**src/design/bba_pkg.sv**
```systemverilog
// ============================================================================
// bba_pkg - shared definitions for the bitmap block allocator
// Field widths, default sizes, request and status codes, sequencer states.
// ============================================================================
package bba_pkg;

  localparam int MAX_BLOCKS_DEF = 4096;
  localparam int WORD_BITS_DEF  = 32;

  localparam int TOTAL_W = 13;
  localparam int BLK_W   = 12;
  localparam int STAT_W  = 2;

  localparam logic [TOTAL_W-1:0] TOTAL_RESET = 13'd4096;

  typedef enum logic {
    REQ_ALLOC = 1'b0,
    REQ_FREE  = 1'b1
  } req_e;

  typedef enum logic [STAT_W-1:0] {
    ST_OK    = 2'd0,
    ST_FULL  = 2'd1,
    ST_RANGE = 2'd2,
    ST_FREE  = 2'd3
  } status_e;

  typedef enum logic [5:0] {
    S_CLEAR = 6'b000001,
    S_IDLE  = 6'b000010,
    S_SCAN  = 6'b000100,
    S_FRD   = 6'b001000,
    S_FCHK  = 6'b010000,
    S_FIN   = 6'b100000
  } state_e;

endpackage

```
**src/design/bitmap_block_allocator.sv**
```systemverilog
// ============================================================================
// bitmap_block_allocator - first-fit block allocator over a usage bitmap
// Allocates the lowest free block below the configured count, frees blocks
// with range and double-free checks, one result per request.
// ============================================================================
//
//  channel   direction  signals                                  handshake
//  --------  ---------  ---------------------------------------  -----------
//  cfg       in         cfg_we_i, cfg_wdata_i (total_blocks)     write only
//  in        in         req_type_i, block_number_i               valid/ready
//  out       out        status_o, granted_block_o                valid/ready
//
//  Allocate: accept, then scan the bitmap words one word per cycle through the
//  read port of the bitmap RAM, up to a free block or the last word; result.
//  Free: accept, read, check and write back, result. A free out of
//  range and an allocate with a zero block count answer without a RAM access.
//  After reset the bitmap RAM is cleared one word per cycle, with in_ready_o
//  low; cfg writes are taken throughout.
//  A finished result waits in the output register; the next transaction is
//  accepted meanwhile and only stalls at its own completion.
//
module bitmap_block_allocator
  import bba_pkg::*;
#(
  parameter int MAX_BLOCKS = MAX_BLOCKS_DEF,
  parameter int WORD_BITS  = WORD_BITS_DEF
) (
  input  logic               clk_i,
  input  logic               rst_ni,
  input  logic               cfg_we_i,
  input  logic [TOTAL_W-1:0] cfg_wdata_i,
  input  logic               in_valid_i,
  output logic               in_ready_o,
  input  logic               req_type_i,
  input  logic [BLK_W-1:0]   block_number_i,
  output logic               out_valid_o,
  input  logic               out_ready_i,
  output logic [STAT_W-1:0]  status_o,
  output logic [BLK_W-1:0]   granted_block_o
);

  localparam int MAP_WORDS = MAX_BLOCKS / WORD_BITS;
  localparam int AW        = (MAP_WORDS > 1) ? $clog2(MAP_WORDS) : 1;
  localparam int LOG_WB    = $clog2(WORD_BITS);
  localparam int CAP_W     = $clog2(MAX_BLOCKS + 1);
  localparam int CNT_W     = (CAP_W > TOTAL_W) ? CAP_W : TOTAL_W;

  state_e state_q, state_d;

  logic [TOTAL_W-1:0]   total_q;
  logic [AW-1:0]        clr_q, clr_d;
  logic [AW-1:0]        rd_addr_q, rd_addr_d;
  logic [AW-1:0]        chk_addr_q, chk_addr_d;
  logic                 pend_q, pend_d;
  logic [LOG_WB-1:0]    bit_q, bit_d;
  status_e              res_status_q, res_status_d;
  logic [CNT_W-1:0]     res_block_q, res_block_d;
  logic                 out_valid_q, out_valid_d;
  logic [STAT_W-1:0]    out_status_q, out_status_d;
  logic [BLK_W-1:0]     out_block_q, out_block_d;

  logic [CNT_W-1:0]     lim;
  logic [CNT_W-1:0]     total_ext;
  logic [CNT_W-1:0]     blk_ext;
  logic [CNT_W-1:0]     base;
  logic                 last_word;

  logic                 ram_we;
  logic [AW-1:0]        ram_waddr;
  logic [WORD_BITS-1:0] ram_wdata;
  logic [WORD_BITS-1:0] ram_rdata;

  logic                 scan_found;
  logic [LOG_WB-1:0]    scan_idx;
  logic [WORD_BITS-1:0] scan_onehot;
  logic [WORD_BITS-1:0] free_mask;
  logic                 out_load;

  // block count clamps to capacity
  assign total_ext = CNT_W'(total_q);
  assign lim       = (total_ext > CNT_W'(MAX_BLOCKS)) ? CNT_W'(MAX_BLOCKS) : total_ext;
  assign blk_ext   = CNT_W'(block_number_i);

  // block number of bit 0 of the word under check
  assign base      = CNT_W'(chk_addr_q) << LOG_WB;
  assign last_word = (base + CNT_W'(WORD_BITS)) >= lim;
  assign free_mask = WORD_BITS'(1) << bit_q;

  bba_map_ram #(
    .WORD_BITS (WORD_BITS),
    .DEPTH     (MAP_WORDS),
    .AW        (AW)
  ) u_ram (
    .clk_i   (clk_i),
    .we_i    (ram_we),
    .waddr_i (ram_waddr),
    .wdata_i (ram_wdata),
    .raddr_i (rd_addr_q),
    .rdata_o (ram_rdata)
  );

  bba_scan #(
    .WORD_BITS (WORD_BITS),
    .CNT_W     (CNT_W),
    .LOG_WB    (LOG_WB)
  ) u_scan (
    .word_i   (ram_rdata),
    .base_i   (base),
    .lim_i    (lim),
    .found_o  (scan_found),
    .idx_o    (scan_idx),
    .onehot_o (scan_onehot)
  );

  assign in_ready_o = (state_q == S_IDLE);
  assign out_load   = (state_q == S_FIN) && (!out_valid_q || out_ready_i);

  always_comb begin
    state_d      = state_q;
    clr_d        = clr_q;
    rd_addr_d    = rd_addr_q;
    chk_addr_d   = chk_addr_q;
    pend_d       = pend_q;
    bit_d        = bit_q;
    res_status_d = res_status_q;
    res_block_d  = res_block_q;
    ram_we       = 1'b0;
    ram_waddr    = chk_addr_q;
    ram_wdata    = '0;

    unique case (state_q)
      S_CLEAR: begin
        ram_we    = 1'b1;
        ram_waddr = clr_q;
        clr_d     = clr_q + AW'(1);
        if (clr_q == AW'(MAP_WORDS - 1)) begin
          state_d = S_IDLE;
        end
      end
      S_IDLE: begin
        if (in_valid_i) begin
          res_block_d = '0;
          if (req_type_i == REQ_ALLOC) begin
            if (lim == '0) begin
              res_status_d = ST_FULL;
              state_d      = S_FIN;
            end else begin
              rd_addr_d = '0;
              pend_d    = 1'b0;
              state_d   = S_SCAN;
            end
          end else if (blk_ext >= lim) begin
            res_status_d = ST_RANGE;
            state_d      = S_FIN;
          end else begin
            rd_addr_d = blk_ext[LOG_WB +: AW];
            bit_d     = block_number_i[LOG_WB-1:0];
            state_d   = S_FRD;
          end
        end
      end
      S_SCAN: begin
        // read address runs one word ahead of the word under check
        rd_addr_d  = rd_addr_q + AW'(1);
        chk_addr_d = rd_addr_q;
        pend_d     = 1'b1;
        if (pend_q) begin
          if (scan_found) begin
            ram_we       = 1'b1;
            ram_wdata    = ram_rdata | scan_onehot;
            res_status_d = ST_OK;
            res_block_d  = base | CNT_W'(scan_idx);
            state_d      = S_FIN;
          end else if (last_word) begin
            res_status_d = ST_FULL;
            state_d      = S_FIN;
          end
        end
      end
      S_FRD: begin
        chk_addr_d = rd_addr_q;
        state_d    = S_FCHK;
      end
      S_FCHK: begin
        if ((ram_rdata & free_mask) == '0) begin
          res_status_d = ST_FREE;
        end else begin
          ram_we       = 1'b1;
          ram_wdata    = ram_rdata & ~free_mask;
          res_status_d = ST_OK;
        end
        state_d = S_FIN;
      end
      S_FIN: begin
        if (out_load) begin
          state_d = S_IDLE;
        end
      end
      default: begin
        state_d = S_IDLE;
      end
    endcase
  end

  // output register
  always_comb begin
    out_valid_d  = out_valid_q;
    out_status_d = out_status_q;
    out_block_d  = out_block_q;
    if (out_load) begin
      out_valid_d  = 1'b1;
      out_status_d = res_status_q;
      out_block_d  = res_block_q[BLK_W-1:0];
    end else if (out_ready_i) begin
      out_valid_d = 1'b0;
    end
  end

  always_ff @(posedge clk_i or negedge rst_ni) begin
    if (!rst_ni) begin
      state_q     <= S_CLEAR;
      clr_q       <= '0;
      pend_q      <= 1'b0;
      out_valid_q <= 1'b0;
      total_q     <= TOTAL_RESET;
    end else begin
      state_q     <= state_d;
      clr_q       <= clr_d;
      pend_q      <= pend_d;
      out_valid_q <= out_valid_d;
      if (cfg_we_i) begin
        total_q <= cfg_wdata_i;
      end
    end
  end

  always_ff @(posedge clk_i) begin
    rd_addr_q    <= rd_addr_d;
    chk_addr_q   <= chk_addr_d;
    bit_q        <= bit_d;
    res_status_q <= res_status_d;
    res_block_q  <= res_block_d;
    out_status_q <= out_status_d;
    out_block_q  <= out_block_d;
  end

  assign out_valid_o     = out_valid_q;
  assign status_o        = out_status_q;
  assign granted_block_o = out_block_q;

endmodule

```
**src/design/bba_map_ram.sv**
```systemverilog
// ============================================================================
// bba_map_ram - usage bitmap storage
// One write port, one read port, registered read data.
// ============================================================================
module bba_map_ram #(
  parameter int WORD_BITS = 32,
  parameter int DEPTH     = 128,
  parameter int AW        = 7
) (
  input  logic                 clk_i,
  input  logic                 we_i,
  input  logic [AW-1:0]        waddr_i,
  input  logic [WORD_BITS-1:0] wdata_i,
  input  logic [AW-1:0]        raddr_i,
  output logic [WORD_BITS-1:0] rdata_o
);

  logic [WORD_BITS-1:0] mem_q [DEPTH];
  logic [WORD_BITS-1:0] rdata_q;

  always_ff @(posedge clk_i) begin
    if (we_i) begin
      mem_q[waddr_i] <= wdata_i;
    end
  end

  always_ff @(posedge clk_i) begin
    rdata_q <= mem_q[raddr_i];
  end

  assign rdata_o = rdata_q;

endmodule

```
**src/design/bba_scan.sv**
```systemverilog
// ============================================================================
// bba_scan - free-bit finder for one bitmap word
// Finds the lowest clear bit whose block number lies below the limit.
// ============================================================================
module bba_scan #(
  parameter int WORD_BITS = 32,
  parameter int CNT_W     = 13,
  parameter int LOG_WB    = 5
) (
  input  logic [WORD_BITS-1:0] word_i,
  input  logic [CNT_W-1:0]     base_i,   // block number of bit 0
  input  logic [CNT_W-1:0]     lim_i,
  output logic                 found_o,
  output logic [LOG_WB-1:0]    idx_o,
  output logic [WORD_BITS-1:0] onehot_o
);

  logic [CNT_W-1:0]     rem;
  logic [WORD_BITS-1:0] in_range;
  logic [WORD_BITS-1:0] cand;
  logic [LOG_WB-1:0]    idx;

  assign rem = lim_i - base_i;

  always_comb begin
    for (int i = 0; i < WORD_BITS; i++) begin
      in_range[i] = CNT_W'(i) < rem;
    end
  end

  assign cand     = ~word_i & in_range;
  // isolate lowest set bit
  assign onehot_o = cand & (~cand + WORD_BITS'(1));
  assign found_o  = |cand;

  always_comb begin
    idx = '0;
    for (int i = 0; i < WORD_BITS; i++) begin
      idx = idx | (onehot_o[i] ? LOG_WB'(i) : LOG_WB'(0));
    end
  end

  assign idx_o = idx;

endmodule
```
**config.mk**
```make
export PLATFORM = sky130hd
export DESIGN_NAME = bitmap_block_allocator
export DESIGN_NICKNAME = d
export VERILOG_FILES = /design/src/design/bba_pkg.sv /design/src/design/bitmap_block_allocator.sv /design/src/design/bba_map_ram.sv /design/src/design/bba_scan.sv
export SDC_FILE = /design/constraint.sdc
export NUM_CORES = 2
export LEC_CHECK = 0
export BUFFER_PORTS_ARGS = -buffer_cell sky130_fd_sc_hd__buf_4
export CORE_MARGIN = 2
export CORE_UTILIZATION = 45
export DETAILED_ROUTE_END_ITERATION = 12
export SLEW_MARGIN = 10
export SYNTH_ARGS = -nofsm -noshare
export SYNTH_HDL_FRONTEND = slang
export SYNTH_SLANG_ARGS = --single-unit
```
**constraint.sdc**
```tcl
create_clock -name clk_i -period 17.64 [get_ports clk_i]
set_input_delay 0.882 -clock clk_i [delete_from_list [all_inputs] [get_ports clk_i]]
set_output_delay 0.882 -clock clk_i [all_outputs]
set_load 0.02 [all_outputs]
```
==> run summary <==
Status: completed
DIE WIDTH: 605.9 um
# IOs: 47
I/O Buffers: 46
Post-route design area: 184600 um^2
CP Capture Type: flip-flop
Syn nets: 6896
Global Route met1 Usage: 0.3509
Maximum fanout along the worst path: 33
Detail Placement HPWL: 263.3 mm
Netlist cell types: 74
Fin Hold WS: 0.1858 ns
Number of synthesized flops with an enable pin: 4143
Setup_tns: 0 ns
Root Driver: clkbuf_16
Critical path type: reg -> reg
Final nets: 7236
Routability cong.: 0.9114
Worst setup margin: 9.259 ns
Register bit total from synthesis: 4203
Worst endpoint data arrival time: 9.01 ns
Detailed Route Iter0 Violations: 11.13k
Core Util, Final: 0.5109
Initial Utilization: 0.4511
Most used routing layer in global routing: met2
Slew @ Worst Pin: 1.289 ns
FILL cells: 27.68k
Die height: 605.9 um
Sequential-to-total area share from yosys stat: 0.7713
Hold bufs inserted after CTS: 1
Die footprint: 367100 um^2
Post-Syn Area: 163000 um^2
GR Overflow Total: 0
WP data required: 18.27 ns
Number of global-route vias before repair: 75.66k
RSZ-0062 raised after global routing: no
Post-place setup slack: 9.448 ns
Max Fclk: 119.3 MHz
# setup viols final: 0
Clock Skew: 0.05869 ns
Largest net degree at the start of global routing: 123
Relative slew slack: 0.1389
H-tree levels: 5
Clk Latency, worst-skew pair: 0.96 ns
Antenna viol nets, final: 0
GR Layer Usage met2: 0.3589
Final hold violations: 0
Slew Viols, Final: 0
Clk slew on worst S/H paths: 0.06 ns
Final wirelength: 437.4 mm
Layout cells sized above 1: 0.3252
Tcrit/Tclk final: 0.4751
Clock period minus worst slack: 8.381 ns
Power Dens Cells: 138.7 nW/um^2
Vias per cell: 6.225
Max rail drop VDD: 121.2 uV
Avg WL per Cell: 35.52 um
Power after layout: 25.61 mW
DR DRC count: 0
Drt pass-1 iters: 7
FFs w/ async S/R, synth: 0.006662
DP Cell Count: 11.54k
Initial antenna violation count: 50
Placed instance area: 171600 um^2
CTS buffer count: 425
Site row count: 221
Setup crit start kind: flip-flop
CTS Buffer Depth: 4
First-pass GRT wire length: 607.6 mm
Post-CTS sizing: 0
Finished Layout Cells: 12.32k
Hold WC Path Type: in -> reg
Gr usage total: 0.2379
Leakage power: 53.14 nW
Syn_area_per_cell: 23.85 um^2
GR Util met3: 0.05382
Max_cap viols: 0
CTS tree: built
Post-Syn Instances: 6835
Vias: 76.66k
Post-CTS Setup Inserts: 0
Clock Sinks: 4203
Ys Warns: 0
Synth Flop Type: edfxtp_1
Area Overhead vs Synth: 13.24%
Core area: 361400 um^2
==> where the power goes <==
group          leakage [nW]  switching, mW  internal [mW]
sequential             35.6          0.118           11.1
combinational          11.2           3.54           2.42
clock                  6.31           3.72           4.74
==> cell usage in the layout, fill, tap and decap left out, types with 14 or more instances in the layout <==
master	Yosys	routed
a21oi_1	156	58
nor3_2	0	17
a21oi_4	0	98
buf_4	4	278
o21ai_0	79	66
nand2_1	120	116
edfxtp_1	4143	4143
clkinv_1	0	98
inv_1	27	27
clkinv_2	0	72
nand3_1	44	44
nor2_4	0	20
a31oi_1	29	26
nor3_1	32	14
clkbuf_1	261	104
nand4_1	14	14
nor2_1	92	72
clkbuf_16	0	429
diode_2	0	16
dfxtp_1	32	32
bufinv_16	0	19
mux4_2	1345	1345
mux2_2	45	45
ha_1	29	29
dfrtp_1	26	26
==> sequential cells by signal (all words and copies together) (netlist names) <==
| name | cells |
|---|---|
| pend_q | 1 |
| clr_q | 7 |
| granted_block_o | 12 |
| chk_addr_q | 7 |
| res_block_q | 12 |
| state_q | 6 |
| u_ram.rdata_o | 32 |
| status_o | 2 |
| total_ext | 13 |
| res_status_q | 2 |
| rd_addr_q | 7 |
| bit_q | 5 |
| u_ram.mem_q | 4096 |
| out_valid_o | 1 |
==> cell usage after synthesis, types with 10 or more instances <==
cell type     n  share of area
nor3b_1      11        0.00051
buf_1        97         0.0022
a21oi_1     156         0.0048
nor2b_1      13        0.00050
nor3_1       32        0.00098
dfxtp_1      32         0.0039
nand4_1      14        0.00054
clkbuf_1    261         0.0060
mux2_2       45         0.0031
mux4_2     1345           0.19
a31oi_1      29         0.0011
and2_1       12        0.00046
buf_2        13        0.00040
edfxtp_1   4143           0.76
xnor2_1      11        0.00059
a21o_1       13        0.00060
o31ai_1      11        0.00051
inv_1        27        0.00062
nand2b_1     11        0.00042
o21ai_0      79         0.0024
a31o_2       11        0.00059
nand2_1     120         0.0028
nor2_1       92         0.0021
and3_1       11        0.00042
o21a_1       15        0.00069
ha_1         29         0.0022
dfrtp_1      26         0.0040
nand3_1      44         0.0014
nand3b_1     10        0.00046
==> worst max-delay path: stages, from the launching register on <==
cell       delay (ns)
dfstp_2          0.79
inv_1            0.38
nand2_1          0.23
ha_1             0.21
inv_1            0.06
fa_1             0.44
xor2_1           0.17
a2111oi_2        0.33
o2111ai_1        0.33
a211oi_4         0.26
buf_4            0.37
a31oi_1          0.27
nor4_2           0.84
nand3_2          0.31
o41ai_4          0.46
buf_4            0.55
a21o_4           0.60
buf_4            0.70
a21oi_4          0.28
buf_4            0.33
==> cells by family (layout without fill, tap and decap cells) <==
logic type,after synthesis,in the layout,share of synthesized area
fa+ha+maj,30,30,0.002348
mux,1391,1391,0.1890
flops,4203,4203,0.7713
buf+inv,408,1078,0.009862
other cells,0,16,0
xor+xnor,17,17,0.0009132
compound gates,379,379,0.01426
simple gates,407,407,0.01233
==> area by class of cell <==
cell class                 instances  area (um^2)  share of cell area
sequential                      4203       125800              0.6811
multi-input combinational       2224        37410              0.2026
clock buffer                     534        11140             0.06033
tap                             4794         5998             0.03249
timing repair buffer             294         2412             0.01307
clock inverter                   223         1775            0.009616
inverter                          27        101.3           0.0005489
antenna                           16        40.04           0.0002169
==> path summary, 6_finish.rpt <==
kind	endpoint	depth (start not counted)	start	slack [ns]
setup / recovery	u_ram.mem_q[125][24]$_DFFE_PP_	19	total_ext[12]$_DFFE_PN1P_	9.26
hold / removal	out_valid_o$_DFFE_PN0P_	2	out_ready_i	0.19
setup reg to reg	u_ram.mem_q[125][24]$_DFFE_PP_	19	total_ext[12]$_DFFE_PN1P_	9.26
hold reg to reg	granted_block_o[1]$_DFFE_PP_	0	res_block_q[1]$_SDFFCE_PN0P_	0.42
max in group asynchronous	clr_q[0]$_DFFE_PN0P_	2	rst_ni	16.85
min in group asynchronous	total_ext[9]$_DFFE_PN0P_	2	rst_ni	0.44
==> layer usage <==
| layer | vias up | wire length [um] |
|---|---|---|
| met3 | 577 | 42620 |
| met4 | 14 | 13180 |
| met5 | - | 88 |
| li1 | 30329 | - |
| met1 | 42027 | 180700 |
| met2 | 3711 | 200800 |
(Power assumes the default switching activity.)
